File: src/rtl/ptt_pkg.sv
`default_nettype none
// ----------------------------------------------------------------------------
// Periodic timer table package
// Operation and status codes, and the command and status bundles that pass
// between the controller and the datapath.
// ----------------------------------------------------------------------------
package ptt_pkg;

    localparam int MAX_TIMERS_DEF = 8;

    localparam logic [1:0] OP_ADD    = 2'd0;
    localparam logic [1:0] OP_DELETE = 2'd1;
    localparam logic [1:0] OP_CHANGE = 2'd2;
    localparam logic [1:0] OP_RUN    = 2'd3;

    localparam logic [2:0] ST_DONE      = 3'd0;
    localparam logic [2:0] ST_FULL      = 3'd1;
    localparam logic [2:0] ST_NOT_FOUND = 3'd2;
    localparam logic [2:0] ST_EXPIRED   = 3'd3;
    localparam logic [2:0] ST_NONE_EXP  = 3'd4;

    localparam logic [1:0] SRC_NONE = 2'd0;
    localparam logic [1:0] SRC_NEXT = 2'd1;
    localparam logic [1:0] SRC_PEND = 2'd2;

    typedef struct packed {
        logic       load;
        logic       rd_last;
        logic       idx_clr;
        logic       idx_inc;
        logic       wr_add;
        logic       wr_chg;
        logic       wr_del;
        logic       wr_rearm;
        logic       pend_set;
        logic       pend_clr;
        logic       emit;
        logic [2:0] emit_status;
        logic [1:0] emit_src;
        logic       emit_last;
    } t_cmd;

    typedef struct packed {
        logic [1:0] op;
        logic       full;
        logic       idx_end;
        logic       id_match;
        logic       expired;
        logic       pend_valid;
        logic       out_free;
    } t_sts;

endpackage
`default_nettype wire

File: src/rtl/ptt_ctrl.sv
`default_nettype none
// ----------------------------------------------------------------------------
// Periodic timer table controller
// Sequences add, search, delete, change and expiry scan steps over the
// datapath, one input transaction at a time.
// ----------------------------------------------------------------------------
module ptt_ctrl (
    input  wire logic          i_clk,
    input  wire logic          i_rst_n,
    input  wire logic          i_s_tvalid,
    output logic               o_s_tready,
    input  wire ptt_pkg::t_sts i_sts,
    output ptt_pkg::t_cmd      o_cmd
);
    import ptt_pkg::*;

    localparam logic [3:0] S_IDLE = 4'd0;
    localparam logic [3:0] S_DISP = 4'd1;
    localparam logic [3:0] S_FIND = 4'd2;
    localparam logic [3:0] S_CMP  = 4'd3;
    localparam logic [3:0] S_DRD  = 4'd4;
    localparam logic [3:0] S_DWR  = 4'd5;
    localparam logic [3:0] S_SCAN = 4'd6;
    localparam logic [3:0] S_CHK  = 4'd7;
    localparam logic [3:0] S_FIN  = 4'd8;

    logic [3:0] r_state;
    logic [3:0] n_state;

    always_ff @(posedge i_clk) begin
        if (!i_rst_n) begin
            r_state <= S_IDLE;
        end else begin
            r_state <= n_state;
        end
    end

    always_comb begin
        n_state     = r_state;
        o_cmd       = '0;
        o_s_tready  = 1'b0;
        unique case (r_state)
            S_IDLE: begin
                o_s_tready = 1'b1;
                if (i_s_tvalid) begin
                    o_cmd.load    = 1'b1;
                    o_cmd.idx_clr = 1'b1;
                    n_state       = S_DISP;
                end
            end
            S_DISP: begin
                if (i_sts.op == OP_ADD) begin
                    if (i_sts.out_free) begin
                        o_cmd.emit      = 1'b1;
                        o_cmd.emit_last = 1'b1;
                        if (i_sts.full) begin
                            o_cmd.emit_status = ST_FULL;
                            o_cmd.emit_src    = SRC_NONE;
                        end else begin
                            o_cmd.emit_status = ST_DONE;
                            o_cmd.emit_src    = SRC_NEXT;
                            o_cmd.wr_add      = 1'b1;
                        end
                        n_state = S_IDLE;
                    end
                end else if (i_sts.op == OP_RUN) begin
                    n_state = S_SCAN;
                end else begin
                    n_state = S_FIND;
                end
            end
            S_FIND: begin
                if (i_sts.idx_end) begin
                    if (i_sts.out_free) begin
                        o_cmd.emit        = 1'b1;
                        o_cmd.emit_last   = 1'b1;
                        o_cmd.emit_status = ST_NOT_FOUND;
                        o_cmd.emit_src    = SRC_NONE;
                        n_state           = S_IDLE;
                    end
                end else begin
                    n_state = S_CMP;
                end
            end
            S_CMP: begin
                if (!i_sts.id_match) begin
                    o_cmd.idx_inc = 1'b1;
                    n_state       = S_FIND;
                end else if (i_sts.op == OP_DELETE) begin
                    n_state = S_DRD;
                end else if (i_sts.out_free) begin
                    o_cmd.wr_chg      = 1'b1;
                    o_cmd.emit        = 1'b1;
                    o_cmd.emit_last   = 1'b1;
                    o_cmd.emit_status = ST_DONE;
                    o_cmd.emit_src    = SRC_NONE;
                    n_state           = S_IDLE;
                end
            end
            S_DRD: begin
                o_cmd.rd_last = 1'b1;
                n_state       = S_DWR;
            end
            S_DWR: begin
                o_cmd.rd_last = 1'b1;
                if (i_sts.out_free) begin
                    o_cmd.wr_del      = 1'b1;
                    o_cmd.emit        = 1'b1;
                    o_cmd.emit_last   = 1'b1;
                    o_cmd.emit_status = ST_DONE;
                    o_cmd.emit_src    = SRC_NONE;
                    n_state           = S_IDLE;
                end
            end
            S_SCAN: begin
                if (i_sts.idx_end) begin
                    n_state = S_FIN;
                end else begin
                    n_state = S_CHK;
                end
            end
            S_CHK: begin
                if (!i_sts.expired) begin
                    o_cmd.idx_inc = 1'b1;
                    n_state       = S_SCAN;
                end else if (!i_sts.pend_valid || i_sts.out_free) begin
                    o_cmd.wr_rearm    = 1'b1;
                    o_cmd.pend_set    = 1'b1;
                    o_cmd.idx_inc     = 1'b1;
                    o_cmd.emit        = i_sts.pend_valid;
                    o_cmd.emit_last   = 1'b0;
                    o_cmd.emit_status = ST_EXPIRED;
                    o_cmd.emit_src    = SRC_PEND;
                    n_state           = S_SCAN;
                end
            end
            S_FIN: begin
                if (i_sts.out_free) begin
                    o_cmd.emit      = 1'b1;
                    o_cmd.emit_last = 1'b1;
                    o_cmd.pend_clr  = 1'b1;
                    if (i_sts.pend_valid) begin
                        o_cmd.emit_status = ST_EXPIRED;
                        o_cmd.emit_src    = SRC_PEND;
                    end else begin
                        o_cmd.emit_status = ST_NONE_EXP;
                        o_cmd.emit_src    = SRC_NONE;
                    end
                    n_state = S_IDLE;
                end
            end
            default: begin
                n_state = S_IDLE;
            end
        endcase
    end

endmodule
`default_nettype wire

File: src/rtl/ptt_dpath.sv
`default_nettype none
// ----------------------------------------------------------------------------
// Periodic timer table datapath
// Timer memories, slot index, fill count, id counter, held expiry result and
// the output register of the result channel.
// ----------------------------------------------------------------------------
module ptt_dpath #(
    parameter int MAX_TIMERS = ptt_pkg::MAX_TIMERS_DEF
) (
    input  wire logic          i_clk,
    input  wire logic          i_rst_n,
    input  wire logic [95:0]   i_s_tdata,
    input  wire logic [1:0]    i_s_tuser,
    input  wire ptt_pkg::t_cmd i_cmd,
    output ptt_pkg::t_sts      o_sts,
    output logic               o_m_tvalid,
    input  wire logic          i_m_tready,
    output logic [31:0]        o_m_tdata,
    output logic [2:0]         o_m_tuser,
    output logic               o_m_tlast
);
    import ptt_pkg::*;

    localparam int IDX_W = (MAX_TIMERS > 1) ? $clog2(MAX_TIMERS) : 1;
    localparam int CNT_W = $clog2(MAX_TIMERS + 1);

    logic [31:0] mem_exp [MAX_TIMERS];
    logic [31:0] mem_per [MAX_TIMERS];
    logic [30:0] mem_id  [MAX_TIMERS];

    logic [1:0]       r_op;
    logic [31:0]      r_now;
    logic [31:0]      r_ivl;
    logic [31:0]      r_tgt;
    logic [CNT_W-1:0] r_idx;
    logic [CNT_W-1:0] r_count;
    logic [30:0]      r_next_id;
    logic             r_pend_valid;
    logic [30:0]      r_pend_id;
    logic [31:0]      r_rd_exp;
    logic [31:0]      r_rd_per;
    logic [30:0]      r_rd_id;
    logic             r_out_valid;
    logic [2:0]       r_out_status;
    logic [31:0]      r_out_id;
    logic             r_out_last;

    logic [CNT_W-1:0] cnt_m1;
    logic [IDX_W-1:0] rd_addr;
    logic [IDX_W-1:0] wr_addr;
    logic [31:0]      wr_exp;
    logic [31:0]      wr_per;
    logic [30:0]      wr_id;
    logic             we_exp;
    logic             we_per;
    logic             we_id;
    logic [31:0]      emit_id;
    logic             out_free;

    assign cnt_m1  = r_count - CNT_W'(1);
    assign rd_addr = i_cmd.rd_last ? cnt_m1[IDX_W-1:0] : r_idx[IDX_W-1:0];
    assign wr_addr = i_cmd.wr_add ? r_count[IDX_W-1:0] : r_idx[IDX_W-1:0];

    always_comb begin
        if (i_cmd.wr_del) begin
            wr_exp = r_rd_exp;
        end else if (i_cmd.wr_rearm) begin
            wr_exp = r_now + r_rd_per;
        end else begin
            wr_exp = r_now + r_ivl;
        end
        wr_per = i_cmd.wr_del ? r_rd_per : r_ivl;
        wr_id  = i_cmd.wr_del ? r_rd_id : r_next_id;
    end

    assign we_exp = i_cmd.wr_add | i_cmd.wr_chg | i_cmd.wr_del | i_cmd.wr_rearm;
    assign we_per = i_cmd.wr_add | i_cmd.wr_chg | i_cmd.wr_del;
    assign we_id  = i_cmd.wr_add | i_cmd.wr_del;

    always_ff @(posedge i_clk) begin
        if (we_exp) begin
            mem_exp[wr_addr] <= wr_exp;
        end
        if (we_per) begin
            mem_per[wr_addr] <= wr_per;
        end
        if (we_id) begin
            mem_id[wr_addr] <= wr_id;
        end
        r_rd_exp <= mem_exp[rd_addr];
        r_rd_per <= mem_per[rd_addr];
        r_rd_id  <= mem_id[rd_addr];
    end

    always_ff @(posedge i_clk) begin
        if (i_cmd.load) begin
            r_op  <= i_s_tuser;
            r_now <= i_s_tdata[31:0];
            r_ivl <= i_s_tdata[63:32];
            r_tgt <= i_s_tdata[95:64];
        end
        if (i_cmd.pend_set) begin
            r_pend_id <= r_rd_id;
        end
        if (i_cmd.emit) begin
            r_out_status <= i_cmd.emit_status;
            r_out_id     <= emit_id;
            r_out_last   <= i_cmd.emit_last;
        end
    end

    always_ff @(posedge i_clk) begin
        if (!i_rst_n) begin
            r_idx        <= '0;
            r_count      <= '0;
            r_next_id    <= '0;
            r_pend_valid <= 1'b0;
            r_out_valid  <= 1'b0;
        end else begin
            if (i_cmd.idx_clr) begin
                r_idx <= '0;
            end else if (i_cmd.idx_inc) begin
                r_idx <= r_idx + CNT_W'(1);
            end
            if (i_cmd.wr_add) begin
                r_count   <= r_count + CNT_W'(1);
                r_next_id <= r_next_id + 31'd1;
            end else if (i_cmd.wr_del) begin
                r_count <= cnt_m1;
            end
            if (i_cmd.pend_set) begin
                r_pend_valid <= 1'b1;
            end else if (i_cmd.pend_clr) begin
                r_pend_valid <= 1'b0;
            end
            if (i_cmd.emit) begin
                r_out_valid <= 1'b1;
            end else if (i_m_tready) begin
                r_out_valid <= 1'b0;
            end
        end
    end

    always_comb begin
        case (i_cmd.emit_src)
            SRC_NEXT: emit_id = {1'b0, r_next_id};
            SRC_PEND: emit_id = {1'b0, r_pend_id};
            default:  emit_id = 32'hFFFF_FFFF;
        endcase
    end

    assign out_free = !r_out_valid || i_m_tready;

    assign o_sts.op         = r_op;
    assign o_sts.full       = r_count >= CNT_W'(MAX_TIMERS);
    assign o_sts.idx_end    = r_idx >= r_count;
    assign o_sts.id_match   = !r_tgt[31] && (r_rd_id == r_tgt[30:0]);
    assign o_sts.expired    = r_rd_exp <= r_now;
    assign o_sts.pend_valid = r_pend_valid;
    assign o_sts.out_free   = out_free;

    assign o_m_tvalid = r_out_valid;
    assign o_m_tdata  = r_out_id;
    assign o_m_tuser  = r_out_status;
    assign o_m_tlast  = r_out_last;

endmodule
`default_nettype wire

File: src/rtl/periodic_timer_table_unit.sv
`default_nettype none
// ----------------------------------------------------------------------------
// Periodic timer table unit
// Holds up to MAX_TIMERS periodic timers and serves add, delete, change and
// expiry scan requests, one input transaction at a time.
//
// The slave channel carries one request per transaction: the operation in
// tuser, the current time, the interval and the target id in tdata. The
// master channel returns results: status in tuser, timer id in tdata, and
// tlast on the final result of a request. A scan returns one result per
// expired timer in slot order, or a single none-expired result.
// An add answers from the dispatch state. Delete and change walk the slots
// through the find and compare states, and a delete on a match then reads
// the last slot and writes it over the matching one. A scan passes through
// the scan and check states for each active slot and ends in the finish
// state. The next request is taken in the cycle in which the last result
// first waits. Results leave through an output register, so the next
// request is taken while the last result waits. If the receiver stalls, the
// walk pauses at the next result it has to hand over; nothing is lost.
// Reset empties the table and restarts ids at zero; no clearing pass runs.
// ----------------------------------------------------------------------------
module periodic_timer_table_unit #(
    parameter int MAX_TIMERS = ptt_pkg::MAX_TIMERS_DEF
) (
    input  wire logic        i_clk,
    input  wire logic        i_rst_n,
    input  wire logic        i_s_tvalid,
    output logic             o_s_tready,
    // now_ms [31:0], interval_ms [63:32], target_id [95:64]
    input  wire logic [95:0] i_s_tdata,
    // operation [1:0]
    input  wire logic [1:0]  i_s_tuser,
    output logic             o_m_tvalid,
    input  wire logic        i_m_tready,
    // timer_id [31:0]
    output logic [31:0]      o_m_tdata,
    // status [2:0]
    output logic [2:0]       o_m_tuser,
    output logic             o_m_tlast
);
    import ptt_pkg::*;

    t_cmd cmd;
    t_sts sts;

    ptt_ctrl u_ctrl (
        .i_clk      (i_clk),
        .i_rst_n    (i_rst_n),
        .i_s_tvalid (i_s_tvalid),
        .o_s_tready (o_s_tready),
        .i_sts      (sts),
        .o_cmd      (cmd)
    );

    ptt_dpath #(
        .MAX_TIMERS (MAX_TIMERS)
    ) u_dpath (
        .i_clk      (i_clk),
        .i_rst_n    (i_rst_n),
        .i_s_tdata  (i_s_tdata),
        .i_s_tuser  (i_s_tuser),
        .i_cmd      (cmd),
        .o_sts      (sts),
        .o_m_tvalid (o_m_tvalid),
        .i_m_tready (i_m_tready),
        .o_m_tdata  (o_m_tdata),
        .o_m_tuser  (o_m_tuser),
        .o_m_tlast  (o_m_tlast)
    );

    a_emit_free: assert property (@(posedge i_clk) disable iff (!i_rst_n)
        cmd.emit |-> sts.out_free)
        else $error("Result written while the output register was still full.");

    a_one_write: assert property (@(posedge i_clk) disable iff (!i_rst_n)
        $onehot0({cmd.wr_add, cmd.wr_chg, cmd.wr_del, cmd.wr_rearm}))
        else $error("More than one table write in one cycle.");

    a_idle_clean: assert property (@(posedge i_clk) disable iff (!i_rst_n)
        o_s_tready |-> !sts.pend_valid)
        else $error("Request accepted with an expired result still held.");

    a_last_pend: assert property (@(posedge i_clk) disable iff (!i_rst_n)
        (cmd.emit && cmd.emit_last) |=> !sts.pend_valid)
        else $error("Held expired result survived the final result.");

endmodule
`default_nettype wire

File: config.mk
export PLATFORM = sky130hd
export DESIGN_NAME = periodic_timer_table_unit
export DESIGN_NICKNAME = d
export VERILOG_FILES = /design/src/rtl/ptt_pkg.sv /design/src/rtl/ptt_ctrl.sv /design/src/rtl/ptt_dpath.sv /design/src/rtl/periodic_timer_table_unit.sv
export SDC_FILE = /design/constraint.sdc
export NUM_CORES = 1
export LEC_CHECK = 0
export ABC_CLOCK_PERIOD_IN_PS = 15800
export BUFFER_PORTS_ARGS = -buffer_cell sky130_fd_sc_hd__buf_2
export CAP_MARGIN = 5
export CORE_MARGIN = 3
export CORE_UTILIZATION = 60
export CTS_CLUSTER_DIAMETER = 100
export DETAILED_ROUTE_END_ITERATION = 12
export PLACE_DENSITY_LB_ADDON = 0.2
export RECOVER_POWER = 25
export SLEW_MARGIN = 15
export SYNTH_ARGS = -nofsm -noshare
export SYNTH_HDL_FRONTEND = slang
export SYNTH_SLANG_ARGS = --single-unit
File: constraint.sdc
create_clock -name i_clk -period 15.8 [get_ports i_clk]
set_input_delay 3.16 -clock i_clk [delete_from_list [all_inputs] [get_ports i_clk]]
set_output_delay 3.16 -clock i_clk [all_outputs]
set_load 0.02 [all_outputs]
==> metrics.md <==
| Metric | Value |
|---|---|
| Outcome | `finished, violations left` |
| Failing checks | `max-capacitance violations, max-slew violations` |
| Vias in the first global route | `about 23,000` |
| Synthesis-to-layout area growth | `12.48%` |
| CTS resizes | `0` |
| Via density per instance | `6.233` |
| Clock share of power | `0.408` |
| Area of the die | `0.07411 mm^2` |
| Final #Nets | `2,794` |
| Internal power | `0.004744 W` |
| Seq/Total Area, Yosys | `0.7190` |
| Gp weighted congestion | `0.8968` |
| Setup TNS | `0 ns` |
| Worst Skew | `0.02640 ns` |
| Htree depth | `3` |
| Syn_nets | `2,609` |
| Worst Tran Pin Value | `8.943 ns` |
| Ys flop type | `edfxtp_1` |
| Peak supply drop | `just under 100 uV` |
| Min-Delay Startpoint | `u_dpath.r_rd_id[24]` |
| Port buffer count | `139` |
| Leakage | `16.01 nW` |
| Clock buffer depth | `3` |
| Initial Utilization | `0.6126` |
| Sequential share of power | `0.532` |
| Post-DP HPWL | `58.01 mm` |
| Max_cap viols | `10` |
| Comb power frac | `0.061` |
| DR WL/cell | `26.63 um` |
| Initial DRC count | `2,295` |
| Relative slew slack | `-4.962` |
| Ys Warns | `0` |
| Final number of hold-violating endpoints | `0` |
| Number of synthesized flops with an enable pin | `925` |
| Die H | `272.2 um` |
| Cells after synthesis | `between 2,000 and 2,500` |
| Critical path peak fanout | `64` |
| Syn avg cell area | `17.50 um^2` |
| Switch share | `0.2142` |
| Global-route wire length before repair | `145.9 mm` |
| Final Setup Violations | `0` |
| Most common cell after layout, fill and taps aside | `edfxtp_1` |
| Final critical-path share of the clock period | `0.6668` |
| Width of the die | `272.2 um` |
| Largest net degree at the start of global routing | `104` |
| Multi-input logic area | `around 0.012 mm^2` |
| FF/Latch Area | `0.03058 mm^2` |
| CTS Root Cell | `clkbuf_16` |
| Residual DRC | `0` |
| Routed vias | `22,658` |
| FFs w/ async S/R, synth | `0` |
| Fmax | `roughly 95 MHz` |
| Most frequent cells in the layout | `edfxtp_1 (925), nand2_1 (260), mux4_2 (190), dfxtp_1 (140), mux2_2 (126)` |
| Final slew viol count | `just over 500` |
| Detailed Route WL | `96.81 mm` |
| Final antenna-violating net count | `0` |
| Post-Route Utilization | `0.6890` |
| Reg2Reg Launch Point | `u_dpath.r_now[25]` |
| CP arrival | `10.90 ns` |
| DRT Pass-1 Iters | `7` |
| Worst-path clk slew | `approximately 0.060 ns` |
| CTS Hold Bufs | `0` |
| Critical Path RT | `16.16 ns` |
| CTS tree | `yes` |
| #FFs+latches synth | `1,065` |
| N_diodes | `0` |
| Num CTS Buffers | `104` |
| Initial antenna violation count | `0` |
| Worst hold path class | `reg -> reg` |
| Overall routing resource usage | `0.2650` |
| Synth cell types | `slightly below 70` |
| CP startpoint | `i_m_tready` |
| Clk Latency, worst-skew pair | `0.66 ns` |
| Post-CTS Setup Repair Bufs | `0` |
| IO Count | `140` |
| Grt total ovfl | `0` |
| Netlist Area Pre-Place | `0.04253 mm^2` |
| # rows | `96` |
| Period minus WS final | `~11 ns` |
| Core area | `~0.069 mm^2` |
| Critical Path Sink Type | `flip-flop` |
| Filler Cell Count | `between 4,000 and 5,000` |
| Classification of the worst setup path | `in -> reg` |
| CTS sink count | `around 1,100` |
| Net Switching | `0.001293 W` |
| Worst Setup Start Kind | `input port` |
| Total power | `roughly 0.0060 W` |
| Power Dens Cells | `126.2 mW/mm^2` |
| Share of layout cells above drive strength 1 | `0.2319` |
| RSZ-0062 raised after global routing | `no` |
-- path summary, 6_finish.rpt --
check / slack [ns] / to / cells after the start
max reg2reg: 5.76 / u_dpath.mem_exp[1][28] / 20
max: 5.26 / u_dpath.mem_exp[1][28] / 19
min: 0.48 / u_dpath.r_pend_id[24] / 0
min reg2reg: 0.48 / u_dpath.r_pend_id[24] / 0
-- layout make-up --
type,instances,area share
Sequential cell,1065,0.6393
Clock buffer,145,0.06102
Multi-Input combinational cell,1214,0.2409
Tap cell,931,0.02435
Inverter,48,0.003766
Clock inverter,50,0.01085
Timing Repair Buffer,182,0.01983
-- Yosys cell counts (11+ instances only) --
| library cell | count | share of area |
|---|---|---|
| and2_1 | 35 | 0.0051 |
| xnor2_1 | 39 | 0.0080 |
| buf_2 | 24 | 0.0028 |
| a221o_1 | 32 | 0.0075 |
| xor2_1 | 49 | 0.010 |
| ha_1 | 76 | 0.022 |
| nand2b_1 | 14 | 0.0021 |
| nand2_1 | 260 | 0.023 |
| nor2_1 | 86 | 0.0076 |
| nand3_1 | 26 | 0.0031 |
| edfxtp_1 | 925 | 0.65 |
| nand4_1 | 17 | 0.0025 |
| dfxtp_1 | 140 | 0.066 |
| nor2b_1 | 11 | 0.0016 |
| mux4_2 | 190 | 0.10 |
| clkbuf_1 | 72 | 0.0064 |
| o21ai_0 | 49 | 0.0058 |
| a21oi_1 | 61 | 0.0072 |
| mux2_2 | 126 | 0.033 |
| inv_1 | 48 | 0.0042 |
-- stage by stage --
stage	hold WS (ns)	setup slack, ns	cells	cell area, um^2
2_1_floorplan	0.4494	8.536	2430	42530
6_report	0.4844	5.264	3635	47840
4_1_cts	0.4830	7.908	3634	47980
5_1_grt	0.4989	4.669	3635	47840
3_3_place_gp	0.4662	7.452	3439	44540
3_5_place_dp	0.4698	7.278	3439	44540
-- routing by layer --
layer | global-route usage | up-vias | wire length (um) | share of wire
met5 | 0 | - | 0 | 0
met4 | 0.09432 | 0 | 3592 | 0.037
met3 | 0.03576 | 200 | 6690 | 0.069
met2 | 0.4353 | 965 | 47470 | 0.49
met1 | 0.3705 | 11644 | 39060 | 0.40
li1 | - | 9849 | - | -
-- state kept, by name, indices dropped and copies added (netlist names), 2 cells and up --
| signal | count |
|---|---|
| u_dpath.mem_exp | 256 |
| u_dpath.mem_per | 256 |
| u_dpath.r_rd_per | 32 |
| u_dpath.r_now | 32 |
| u_dpath.r_count | 4 |
| u_dpath.r_next_id | 31 |
| u_dpath.r_pend_id | 31 |
| u_dpath.o_m_tuser | 3 |
| u_dpath.r_op | 2 |
| u_dpath.r_ivl | 32 |
| u_dpath.o_m_tdata | 32 |
| u_dpath.r_rd_exp | 32 |
| u_dpath.mem_id | 248 |
| u_dpath.r_tgt | 32 |
| u_dpath.r_rd_id | 31 |
| u_ctrl.r_state | 4 |
| u_dpath.r_idx | 4 |
-- kinds of logic after synthesis --
kind of cell,Yosys count,synth area share
AOI/OAI and AO/OA,223,0.03548
adders and majority gates,77,0.02283
muxes,322,0.1354
xor gates and xnor gates,88,0.01812
buffers and inverters,151,0.01421
and+or+nand+nor,504,0.05493
DFF,1065,0.7190
-- worst max-delay path, stage by stage --
cell and delay (ns):
buf_2 0.09, nor2b_1 0.15, nand2_1 0.15, nand2b_1 0.07
a211oi_1 0.34, clkbuf_1 3.08, mux2_2 0.53, ha_1 0.24
inv_1 0.08, fa_1 0.22, nor2b_1 0.07, o31a_1 0.28
o311ai_0 0.82, a21oi_1 0.22, o2111ai_1 0.26, nand2_1 0.17
o31ai_1 0.30, xor2_1 0.11, a21oi_1 0.50
-- power groups by stage --
stage               Combinational (W)  Sequential (W)  Clock (W)
finish                       0.000365         0.00321    0.00246
floorplan                    0.000251         0.00323          0
detailed placement           0.000357         0.00326          0
CTS                          0.000360         0.00321    0.00250
global route                 0.000405         0.00321    0.00261
global placement             0.000340         0.00326          0
Power figures use the tool's default switching activity.
